--- config.mk ---
export PLATFORM = sky130hd
export DESIGN_NAME = positional_array_list_unit
export DESIGN_NICKNAME = d
export VERILOG_FILES = /design/src/pal_pkg.sv /design/src/positional_array_list_unit.sv
export SDC_FILE = /design/constraint.sdc
export NUM_CORES = 1
export LEC_CHECK = 0
export ABC_AREA = 1
export BUFFER_PORTS_ARGS = -buffer_cell sky130_fd_sc_hd__buf_2
export CORE_UTILIZATION = 30
export CTS_CLUSTER_DIAMETER = 80
export DETAILED_ROUTE_END_ITERATION = 10
export GPL_TIMING_DRIVEN = 0
export RECOVER_POWER = 25
export SLEW_MARGIN = 10
export SYNTH_ARGS = -nofsm -noshare
export SYNTH_HDL_FRONTEND = slang
export SYNTH_SLANG_ARGS = --single-unit
--- constraint.sdc ---
create_clock -name clk -period 2.4 [get_ports clk]
set_input_delay 0.48 -clock clk [delete_from_list [all_inputs] [get_ports clk]]
set_output_delay 0.48 -clock clk [all_outputs]
set_load 0.02 [all_outputs]
--- src/pal_pkg.sv ---
`timescale 1ns / 1ps
// Package with constants, codes and transaction types for the positional array list.
package pal_pkg;

	localparam int CAPACITY    = 8;
	localparam int VALUE_WIDTH = 16;
	localparam int IDX_W       = (CAPACITY > 1) ? $clog2(CAPACITY) : 1;
	localparam int CNT_W       = $clog2(CAPACITY + 1);
	localparam int POS_W       = 4;
	localparam int CMP_W       = ((CNT_W > POS_W) ? CNT_W : POS_W) + 1;

	typedef enum logic [1:0] {
		OP_INSERT = 2'd0,
		OP_DELETE = 2'd1,
		OP_FIND   = 2'd2,
		OP_READ   = 2'd3
	} op_t;

	typedef enum logic [2:0] {
		STS_OK        = 3'd0,
		STS_FULL      = 3'd1,
		STS_EMPTY     = 3'd2,
		STS_BAD_POS   = 3'd3,
		STS_NOT_FOUND = 3'd4
	} status_t;

	typedef struct packed {
		op_t              mode;
		logic [15:0]      value;
		logic [POS_W-1:0] position;
	} req_t;

	typedef struct packed {
		status_t     status;
		logic [15:0] data_out;
		logic [3:0]  found_position;
		logic [3:0]  count;
	} rsp_t;

endpackage

--- src/positional_array_list_unit.sv ---
`timescale 1ns / 1ps
// Positional array list: insert, delete, find and read over entries held in one memory.
// A rejected request skips the memory walk; other requests walk the list, and the memory
// streams one entry per cycle during the walk. A new request is taken only after the previous one
// has finished its walk and its response has been loaded into the output register.
// A new request is taken while the previous response still waits in the output register.
// Reset clears the entry count and control state; the entry memory itself is not cleared.
module positional_array_list_unit (
	input  logic            clk,
	input  logic            arst_n,
	input  logic            req_valid,
	output logic            req_ready,
	input  pal_pkg::req_t   req,
	output logic            rsp_valid,
	input  logic            rsp_ready,
	output pal_pkg::rsp_t   rsp
);
	import pal_pkg::*;

	typedef enum logic [3:0] {
		S_IDLE = 4'b0001,
		S_RUN  = 4'b0010,
		S_INS  = 4'b0100,
		S_DONE = 4'b1000
	} state_t;

	state_t                 state_q;
	logic [VALUE_WIDTH-1:0] mem [CAPACITY];
	logic [VALUE_WIDTH-1:0] rdata_q;

	logic [CNT_W-1:0]       count_q;
	op_t                    op_q;
	status_t                status_q;
	logic [VALUE_WIDTH-1:0] val_q;
	logic [VALUE_WIDTH-1:0] data_q;
	logic [CNT_W-1:0]       found_q;
	logic [IDX_W-1:0]       pos_m1_q;
	logic [IDX_W-1:0]       rd_idx_q;
	logic [CNT_W-1:0]       rd_left_q;
	logic                   pend_s1;
	logic [IDX_W-1:0]       idx_s1;
	logic                   rsp_valid_q;
	rsp_t                   rsp_q;

	logic [CMP_W-1:0]       pos_x;
	logic [CMP_W-1:0]       cnt_x;
	logic                   accept;
	status_t                chk_status;
	logic                   chk_run;
	logic [CNT_W-1:0]       chk_left;
	logic [IDX_W-1:0]       chk_idx;

	logic                   rd_go;
	logic                   match_now;
	logic                   run_end;
	logic                   we;
	logic [IDX_W-1:0]       wa;
	logic [VALUE_WIDTH-1:0] wd;
	logic                   load_rsp;

	assign req_ready = (state_q == S_IDLE);
	assign accept    = req_valid && req_ready;
	assign rsp_valid = rsp_valid_q;
	assign rsp       = rsp_q;

	assign pos_x = CMP_W'(req.position);
	assign cnt_x = CMP_W'(count_q);

	always_comb begin
		chk_status = STS_OK;
		chk_run    = 1'b0;
		chk_left   = '0;
		chk_idx    = '0;
		priority if (req.mode == OP_INSERT) begin
			if (count_q == CNT_W'(CAPACITY)) begin
				chk_status = STS_FULL;
			end else if (pos_x == '0 || pos_x > cnt_x + CMP_W'(1)) begin
				chk_status = STS_BAD_POS;
			end else begin
				chk_run  = 1'b1;
				chk_left = CNT_W'(cnt_x - pos_x + CMP_W'(1));
				chk_idx  = IDX_W'(cnt_x - CMP_W'(1));
			end
		end else if (count_q == '0) begin
			chk_status = STS_EMPTY;
		end else if (req.mode == OP_FIND) begin
			chk_status = STS_NOT_FOUND;
			chk_run    = 1'b1;
			chk_left   = count_q;
			chk_idx    = '0;
		end else if (pos_x == '0 || pos_x > cnt_x) begin
			chk_status = STS_BAD_POS;
		end else begin
			chk_run  = 1'b1;
			chk_left = (req.mode == OP_READ) ? CNT_W'(1)
			                                 : CNT_W'(cnt_x - pos_x + CMP_W'(1));
			chk_idx  = IDX_W'(pos_x - CMP_W'(1));
		end
	end

	assign match_now = (state_q == S_RUN) && (op_q == OP_FIND) && pend_s1 && (rdata_q == val_q);
	assign rd_go     = (state_q == S_RUN) && (rd_left_q != '0) && !match_now;
	assign run_end   = ((rd_left_q == '0) && !pend_s1) || match_now;
	assign load_rsp  = (state_q == S_DONE) && (!rsp_valid_q || rsp_ready);

	always_comb begin
		we = 1'b0;
		wa = idx_s1;
		wd = rdata_q;
		if (state_q == S_RUN && pend_s1) begin
			if (op_q == OP_INSERT) begin
				we = 1'b1;
				wa = idx_s1 + IDX_W'(1);
			end else if (op_q == OP_DELETE && idx_s1 != pos_m1_q) begin
				we = 1'b1;
				wa = idx_s1 - IDX_W'(1);
			end
		end else if (state_q == S_INS) begin
			we = 1'b1;
			wa = pos_m1_q;
			wd = val_q;
		end
	end

	always_ff @(posedge clk) begin
		if (we) begin
			mem[wa] <= wd;
		end
		rdata_q <= mem[rd_idx_q];
	end

	always_ff @(posedge clk or negedge arst_n) begin
		if (!arst_n) begin
			state_q     <= S_IDLE;
			count_q     <= '0;
			pend_s1     <= 1'b0;
			rsp_valid_q <= 1'b0;
		end else begin
			if (rsp_valid_q && rsp_ready && !load_rsp) begin
				rsp_valid_q <= 1'b0;
			end
			unique case (state_q)
				S_IDLE: begin
					if (accept) begin
						state_q <= chk_run ? S_RUN : S_DONE;
					end
				end
				S_RUN: begin
					pend_s1 <= rd_go;
					if (run_end) begin
						if (op_q == OP_INSERT) begin
							state_q <= S_INS;
						end else begin
							if (op_q == OP_DELETE) begin
								count_q <= count_q - CNT_W'(1);
							end
							state_q <= S_DONE;
						end
					end
				end
				S_INS: begin
					count_q <= count_q + CNT_W'(1);
					state_q <= S_DONE;
				end
				S_DONE: begin
					if (load_rsp) begin
						rsp_valid_q <= 1'b1;
						state_q     <= S_IDLE;
					end
				end
				default: begin
					state_q <= S_IDLE;
				end
			endcase
		end
	end

	always_ff @(posedge clk) begin
		if (accept) begin
			op_q      <= req.mode;
			status_q  <= chk_status;
			val_q     <= VALUE_WIDTH'(req.value);
			data_q    <= '0;
			found_q   <= '0;
			pos_m1_q  <= IDX_W'(pos_x - CMP_W'(1));
			rd_idx_q  <= chk_idx;
			rd_left_q <= chk_left;
		end else begin
			if (rd_go) begin
				rd_left_q <= rd_left_q - CNT_W'(1);
				rd_idx_q  <= (op_q == OP_INSERT) ? rd_idx_q - IDX_W'(1)
				                                 : rd_idx_q + IDX_W'(1);
			end
			if (match_now) begin
				status_q <= STS_OK;
				found_q  <= CNT_W'(idx_s1) + CNT_W'(1);
			end
			if (state_q == S_RUN && pend_s1 && idx_s1 == pos_m1_q &&
			    (op_q == OP_DELETE || op_q == OP_READ)) begin
				data_q <= rdata_q;
			end
		end
		idx_s1 <= rd_idx_q;
		if (load_rsp) begin
			rsp_q.status         <= status_q;
			rsp_q.data_out       <= 16'(data_q);
			rsp_q.found_position <= 4'(found_q);
			rsp_q.count          <= 4'(count_q);
		end
	end

endmodule

# After elaboration in Yosys (flattened, before gate mapping)
# Memory sizes are Yosys's and may differ from the RTL's. A register that Yosys moved wholly into a read port is not among the register bits.
# Cells that the tools add are included.
[totals]
output_inout_bits = 29
mem_count = 1
input_bits = 26
ff_bits = 91
ramBits = 128
[op_classes]
magnitude_cmp = 2
n_mux = 57
n_eq_ne = 18
addsub = 13
n_reduce_logical = 34
[memory_table]
columns = ["name", "depth", "width", "read_ports", "rd_clocked_by_memory_dff", "wr", "line", "rtl"]
rows = [
  ["mem", 8, 16, 1, 1, 1, "positional_array_list_unit.sv:28", "logic [VALUE_WIDTH-1:0] mem [CAPACITY];"],
]
[op_table]
columns = ["op", "n"]
rows = [
  ["two-way mux 4 bit", 17],
  ["two-way mux 3 bit", 18],
  ["two-way mux 16 bit", 2],
  ["== test 16 bit", 1],
  ["one-hot mux 4 bit (4 select lines)", 1],
  ["two-way mux 1 bit", 15],
  ["logical AND 1 bit", 14],
  ["subtractor 3 x 1 -> 3 bit, second input constant", 4],
  ["adder 4 x 1 -> 4 bit, second input constant", 2],
  ["== test 2 bit, second input constant", 4],
  ["== test 4 bit, second input constant", 2],
  ["zero test 4 bit", 2],
  ["!= test 2 bit, second input constant", 4],
  ["one-hot mux 4 bit (2 select lines)", 1],
  ["subtractor 4 x 1 -> 4 bit, second input constant", 2],
  ["adder 3 x 1 -> 3 bit, second input constant", 2],
  ["two-way mux 2 bit", 3],
  ["nonzero test 2 bit", 3],
  ["adder 4 x 1 -> 5 bit, second input constant", 1],
  ["greater-than comparator 4 x 5 -> 1 bit", 1],
  ["zero test 5 bit", 1],
  ["logical OR 1 bit", 5],
  ["adder 3 x 1 -> 4 bit, second input constant", 1],
  ["== test 4 x 1 -> 1 bit, second input constant", 1],
  ["13 further kinds", 17],
]

# Longest topological paths before layout
[logic_depth]
word_depth = 9
ltp_mapped = 15
depth_no_buf = 15

# Least setup slack after synthesis
# No wires, ideal clock.
[synth_path]
path_type = "flip-flop to flip-flop"
startpoint = "register state_q[1]"
endpoint = "register rsp_q, in the netlist rsp[0] (enable)"
setup_slack_ns = -0.014
required_time_ns = 1.980
setup_ns = 0.420
path_stages_with_launch = 4
arrival_ns = 1.994
period_less_slack_ns = 2.414
path_buffers = 0
cell_sequence = "dfrtp_1 -> nor2_2 -> nand2_1 -> a21oi_1"
[synth_between]
elab_chain_cells = 2
[synth_rtl]
columns = ["element", "line", "rtl"]
rows = [
  ["start, declared", "positional_array_list_unit.sv:27", "state_t state_q;"],
  ["start signal, assigned", "positional_array_list_unit.sv:145", "state_q <= chk_run ? S_RUN : S_DONE;"],
  ["== test 4 bit", "positional_array_list_unit.sv:104", "assign load_rsp = (state_q == S_DONE) && (!rsp_valid_q || rsp_ready);"],
  ["logical AND 1 bit", "positional_array_list_unit.sv:104", ""],
  ["named net load_rsp", "positional_array_list_unit.sv:59", "logic load_rsp;"],
  ["end, declared", "positional_array_list_unit.sv:43", "rsp_t rsp_q;"],
]
# The timed path passes the listed nets, and every way through them passes these cells.
# A chain may end at the register's enable or synchronous reset.

# Worst setup path after layout
[layout_path]
startpoint = "register count_q[1]"
endpoint = "register rd_left_q[3] (data pin)"
[layout_between]
elab_chain_cells = 8
elab_cells_between_ends = 17
classes_between = "add/sub (3); order compare (2); eq/ne (1); mux (8); reduce/logical (3)"
[layout_rtl]
columns = ["element", "line", "rtl"]
rows = [
  ["start, declared", "positional_array_list_unit.sv:31", "logic [CNT_W-1:0] count_q;"],
  ["start signal, assigned", "positional_array_list_unit.sv:155", "count_q <= count_q - CNT_W'(1);"],
  ["start signal, assigned", "positional_array_list_unit.sv:162", "count_q <= count_q + CNT_W'(1);"],
  ["subtractor 4 bit", "positional_array_list_unit.sv:81, positional_array_list_unit.sv:96", ""],
  ["adder 4 x 1 -> 4 bit", "positional_array_list_unit.sv:81, positional_array_list_unit.sv:96", ""],
  ["two-way mux 4 bit", "positional_array_list_unit.sv:95", "chk_left = (req.mode == OP_READ) ? CNT_W'(1)"],
  ["two-way mux 4 bit", "positional_array_list_unit.sv:91", "end else if (pos_x == '0 || pos_x > cnt_x) begin"],
  ["two-way mux 4 bit", "positional_array_list_unit.sv:86", "end else if (req.mode == OP_FIND) begin"],
  ["two-way mux 4 bit", "positional_array_list_unit.sv:84", "end else if (count_q == '0) begin"],
  ["two-way mux 4 bit (*)", "positional_array_list_unit.sv:74", "priority if (req.mode == OP_INSERT) begin"],
  ["two-way mux 4 bit (*)", "positional_array_list_unit.sv:179", "if (accept) begin"],
  ["end signal, assigned", "positional_array_list_unit.sv:187", "rd_left_q <= chk_left;"],
  ["end signal, assigned", "positional_array_list_unit.sv:190", "rd_left_q <= rd_left_q - CNT_W'(1);"],
  ["end, declared", "positional_array_list_unit.sv:39", "logic [CNT_W-1:0] rd_left_q;"],
]
# Every way passes the cells marked *; elsewhere a longest branch is shown, timed or not.

==> impl.org <==
** Run status
- The flow ran to the end, and the final reports show no timing, DRC or antenna violations.

** Clock tree
- CTS built an H-tree with a depth of 1.
- TritonCTS built the clock tree.
- At the later pin of the worst-skew pair, clock insertion delay measures approximately 0.55 ns.
- Number of clock buffers inserted by TritonCTS :: 26
- The clock passes through at most 3 buffers.
- Clock transition at the registers of the reported paths :: 0.06 ns
- In this run the clock root is driven by a sky130_fd_sc_hd__clkbuf_16.
- Clock sink count :: approximately 240

** Floorplan
- In this run the vertical extent of the chip is about 190 um.
- The floorplan step set the die width to roughly 190 um.
- Pin placement for this block handled 55 I/O pins.
- Effective utilization at floorplan :: a little over 30%
- The region available for standard cell placement spans 32900 sq um.
- DIE AREA :: about 34000 sq um
- Standard-cell rows :: 66

** Power
- For this design the static power due to leakage is 4.60 nW.
- Total power consumption of the routed design :: roughly 0.014 W
- Worst IR drop on VDD :: between 0.5 and 0.6 mV
- Power per Cell Area :: ~1200 nW/um^2

** Worst setup path
- Critical path cell sequence :: inv_4 > ha_4 > inv_2 > ha_4 > inv_2 > fa_2 > xnor2_2 > xor2_1 > nand2_1 > nand2_1 > nand3_1 > nand2_1 > nand2_1 > o21ai_1
- On the critical path, the stage with the largest delay is an instance of sky130_fd_sc_hd__dfrtp_2.
- The critical path is of the reg2reg type.
- Origin of the critical flop-to-flop path :: count_q[1]$_DFFE_PN0P_
- Number of cells traversed by the worst register-to-register path :: 14
- Highest fanout seen on the critical path :: 4
- Crit path DAT :: roughly 2.7 ns
- Data on the critical path is required at its endpoint by between 2 and 3 ns.
- In this design, the critical path's most frequently occurring cell is sky130_fd_sc_hd__nand2_1.
- STA classifies the critical path startpoint as a flop.
- The largest single stage delay on the critical path is between 0.4 and 0.5 ns.
- Worst flop-to-flop path endpoint :: rd_left_q[3]$_DFFE_PP_
- STA classifies the critical path endpoint as a flop.
- For flop-to-flop paths, the worst setup slack is between 0.09 and 0.1 ns.

** Placed design
- In this run, placement finished with an instance count of 1429.
- IO Port Bufs :: 54
- Placement-stage cell area :: 11000 sq um
- Detailed placement finished with a half-perimeter wire length of approximately 17000 um.
- OpenSTA, run right after detailed placement, puts the worst setup slack at -0.567 ns.
- Gpl congestion :: 0.901

** Synth
- Yosys instantiated no cell more often than sky130_fd_sc_hd__edfxtp_1.
- Syn Inst Count :: roughly 930
- Register area share after synthesis :: between 60 and 70%
- Summing every instance area after synthesis gives between 10000 and 15000 sq um.
- Synth warnings :: 0
- By area the synthesized netlist is led by sky130_fd_sc_hd__edfxtp_1 (55%), sky130_fd_sc_hd__dfxtp_1 (7.7%), sky130_fd_sc_hd__nor2_1 (6.4%), sky130_fd_sc_hd__nand2_1 (5.4%), sky130_fd_sc_hd__o21ai_0 (5.1%).
- The most used flip-flop cell after synthesis is sky130_fd_sc_hd__edfxtp_1.
- The synthesized design contains 186 enable-type register cells.
- Summed over its instances, the top area cell type makes up a little under three fifths of the synthesized netlist area.
- Fraction of registers with async set or reset after synthesis :: about 4.3%
- Cell type with the highest aggregate area in the netlist :: sky130_fd_sc_hd__edfxtp_1
- The synthesized design contains around 240 register bits.
- The netlist uses 48 different library cells.
- Synthesized area divided by synthesized cell count :: between 10 and 15 sq um
- Net count of the mapped netlist :: around 1000
- Commonest cells in the synthesized netlist :: sky130_fd_sc_hd__edfxtp_1 (186), sky130_fd_sc_hd__nor2_1 (172), sky130_fd_sc_hd__nand2_1 (146)

** STA
- Final Max Slew Viols :: 0
- Final setup vio count :: 0
- The final hold violation count is 0.
- The smallest clock period supported by the final layout is computed as 2.31 ns.
- At the pin with the least slew margin, the transition time is 0.847 ns.
- The worst pin sits at a relative slew slack of about 43%.
- On the final layout, the worst hold slack is ~0.10 ns.
- Peak Freq :: 433 MHz
- Once routing completed, OpenROAD measured the worst setup slack at 0.0927 ns.
- Part of the cycle the worst path needs :: 96.1%
- Clock skew on the completed layout was measured at 0.0252 ns.

** Cells and area
- 0 antenna diodes ended up in the layout.
- Of the cells placed in the final design, the portion with a size suffix greater than 1 is between 10% and 20%.
- Finished Layout Cells :: 1500
- The filler cells instantiated in the layout total approximately 3300.
- For this run, the post-layout net count is around 1100.
- From synthesis to final layout, the design area changed by 20.3%.
- Design area :: approximately 12000 sq um

** Global routing
- The number of antenna violations at the first check in global routing came to 0.
- The via count of the first global-routing pass is ~6600.
- Entering global routing, the biggest net connects 31 pins.
- First-pass GRT wire length :: 35700 um
- Total overflow reported by the global router :: 0
- In the global route stage, overall resource usage came out at approximately an eighth.

** Detailed routing
- Average via count per standard cell :: between 4 and 5
- DRT Pass-1 Iters :: 5
- Once detail routing completed, the nets flagged for antenna violations numbered 0.
- In the final routed layout, each cell accounts on average for 15.3 um.
- Remaining design rule violation count :: 0
- Across all layers, the routed design uses 6762 vias.
- DR iter-0 viols :: 420
- Total routed wirelength :: 23000 um

** Worst hold path
- Startpoint of the most critical hold path :: req[10]
- For hold timing, the worst endpoint is val_q[6]$_DFFE_PP_.
- The min-delay analysis places its worst path in the category in2reg.
- Hold Path Depth :: 1

** Flow run
- Reported max-cap violation count :: 0
[cells by family (layout without fill, tap and decap cells)]
logic type                 Yosys count  count (layout)  share of synthesized area, %
and+or+nand+nor                    365             365                          15.1
DFF                                235             235                          65.4
AOI/OAI and AO/OA                  178             178                          9.89
buffers and inverters              104             233                          4.39
adders and majority gates           24              24                          3.26
xor gates and xnor gates            23              23                          2.06
[metrics by stage]
| stage | util, % | TNS, ns |
|---|---|---|
| after floorplan | - | 0 |
| after global placement | 33.3 | -75.01 |
| after detailed placement | 33.5 | -40.77 |
| after CTS | 36.3 | -7.33 |
| after global routing | 37.0 | -0.0361 |
| final | 37.0 | 0 |
[per-layer routing]
metal | track usage [%] | up-vias | share of wire [%]
li1 | - | 3404 | -
met1 | 17.4 | 3161 | 46
met2 | 22.8 | 161 | 48
met3 | 1.45 | 36 | 3.9
met4 | 4.23 | 0 | 2.2
met5 | 0 | - | 0
[sequential cells by signal (all words and copies together) (netlist names)]
signal and flops:
rd_idx_q 3, mem 128, rdata_q 16, count_q 4, rsp 27, status_q 3
rd_left_q 4, found_q 4, val_q 16, state_q 4, pos_m1_q 3, data_q 16
op_q 2, idx_s1 3, pend_s1 1, rsp_valid 1
[layout make-up]
| cell class | count | area (sq um) | area share, % |
|---|---|---|---|
| plain buffers | 35 | 163 | 1.34 |
| clock inverters | 13 | 119 | 0.976 |
| well taps | 442 | 553 | 4.54 |
| multi-input cells | 590 | 3180 | 26.1 |
| inverters | 69 | 275 | 2.26 |
| repair buffers | 81 | 547 | 4.49 |
| flip-flops and latches | 235 | 6620 | 54.4 |
| clock buffers | 35 | 716 | 5.88 |
[layout by cell type (no fill, tap or decap), drive strengths merged, types with 20 or more instances in the layout]
master,n
a21oi,21
a31oi,21
buf,58
clkbuf,92
dfxtp,39
edfxtp,186
ha,20
inv,68
nand2,150
nand3,31
nor2,177
o21ai,112
[what timing repair did]
action	4_1_cts	5_1_grt
pin swaps	0	15
setup endpoints to repair	147	169
hold buffers	1	0
endpoints found under the hold margin	9	0
gates resized for setup	15	41
buffers inserted	5	17
[power breakdown]
| group | switching [W] | total, W | internal [W] |
|---|---|---|---|
| combinational | 0.00325 | 0.00484 | 0.00159 |
| sequential | 0.000394 | 0.00576 | 0.00536 |
| clock | 0.00160 | 0.00382 | 0.00222 |
| total | 0.00525 | 0.0144 | 0.00917 |
[worst max path at each step]
| stage | start | slack (ns) | endpoint |
|---|---|---|---|
| 2_1_floorplan | count_q[1]$_DFFE_PN0P_ | 0.06 | rd_left_q[3]$_DFFE_PP_ |
| 3_3_place_gp | op_q[1]$_DFFE_PP_ | -0.71 | mem[4][1]$_DFFE_PP_ |
| 3_5_place_dp | op_q[1]$_DFFE_PP_ | -0.57 | mem[2][3]$_DFFE_PP_ |
| 4_1_cts | state_q[1]$_DFFE_PN0P_ | -0.17 | mem[3][9]$_DFFE_PP_ |
| 5_1_grt | count_q[1]$_DFFE_PN0P_ | -0.03 | rd_left_q[3]$_DFFE_PP_ |
| 6_report | count_q[1]$_DFFE_PN0P_ | 0.09 | rd_left_q[3]$_DFFE_PP_ |
[critical path, delay by kind of cell, from the launching register on]
kind            cells  cell delay (ns)
compound gates      1             0.09
xor+xnor            2             0.40
flops               1             0.45
simple gates        5             0.32
fa+ha+maj           3             0.71
buf+inv             3             0.20
(Power assumes the default switching activity.)
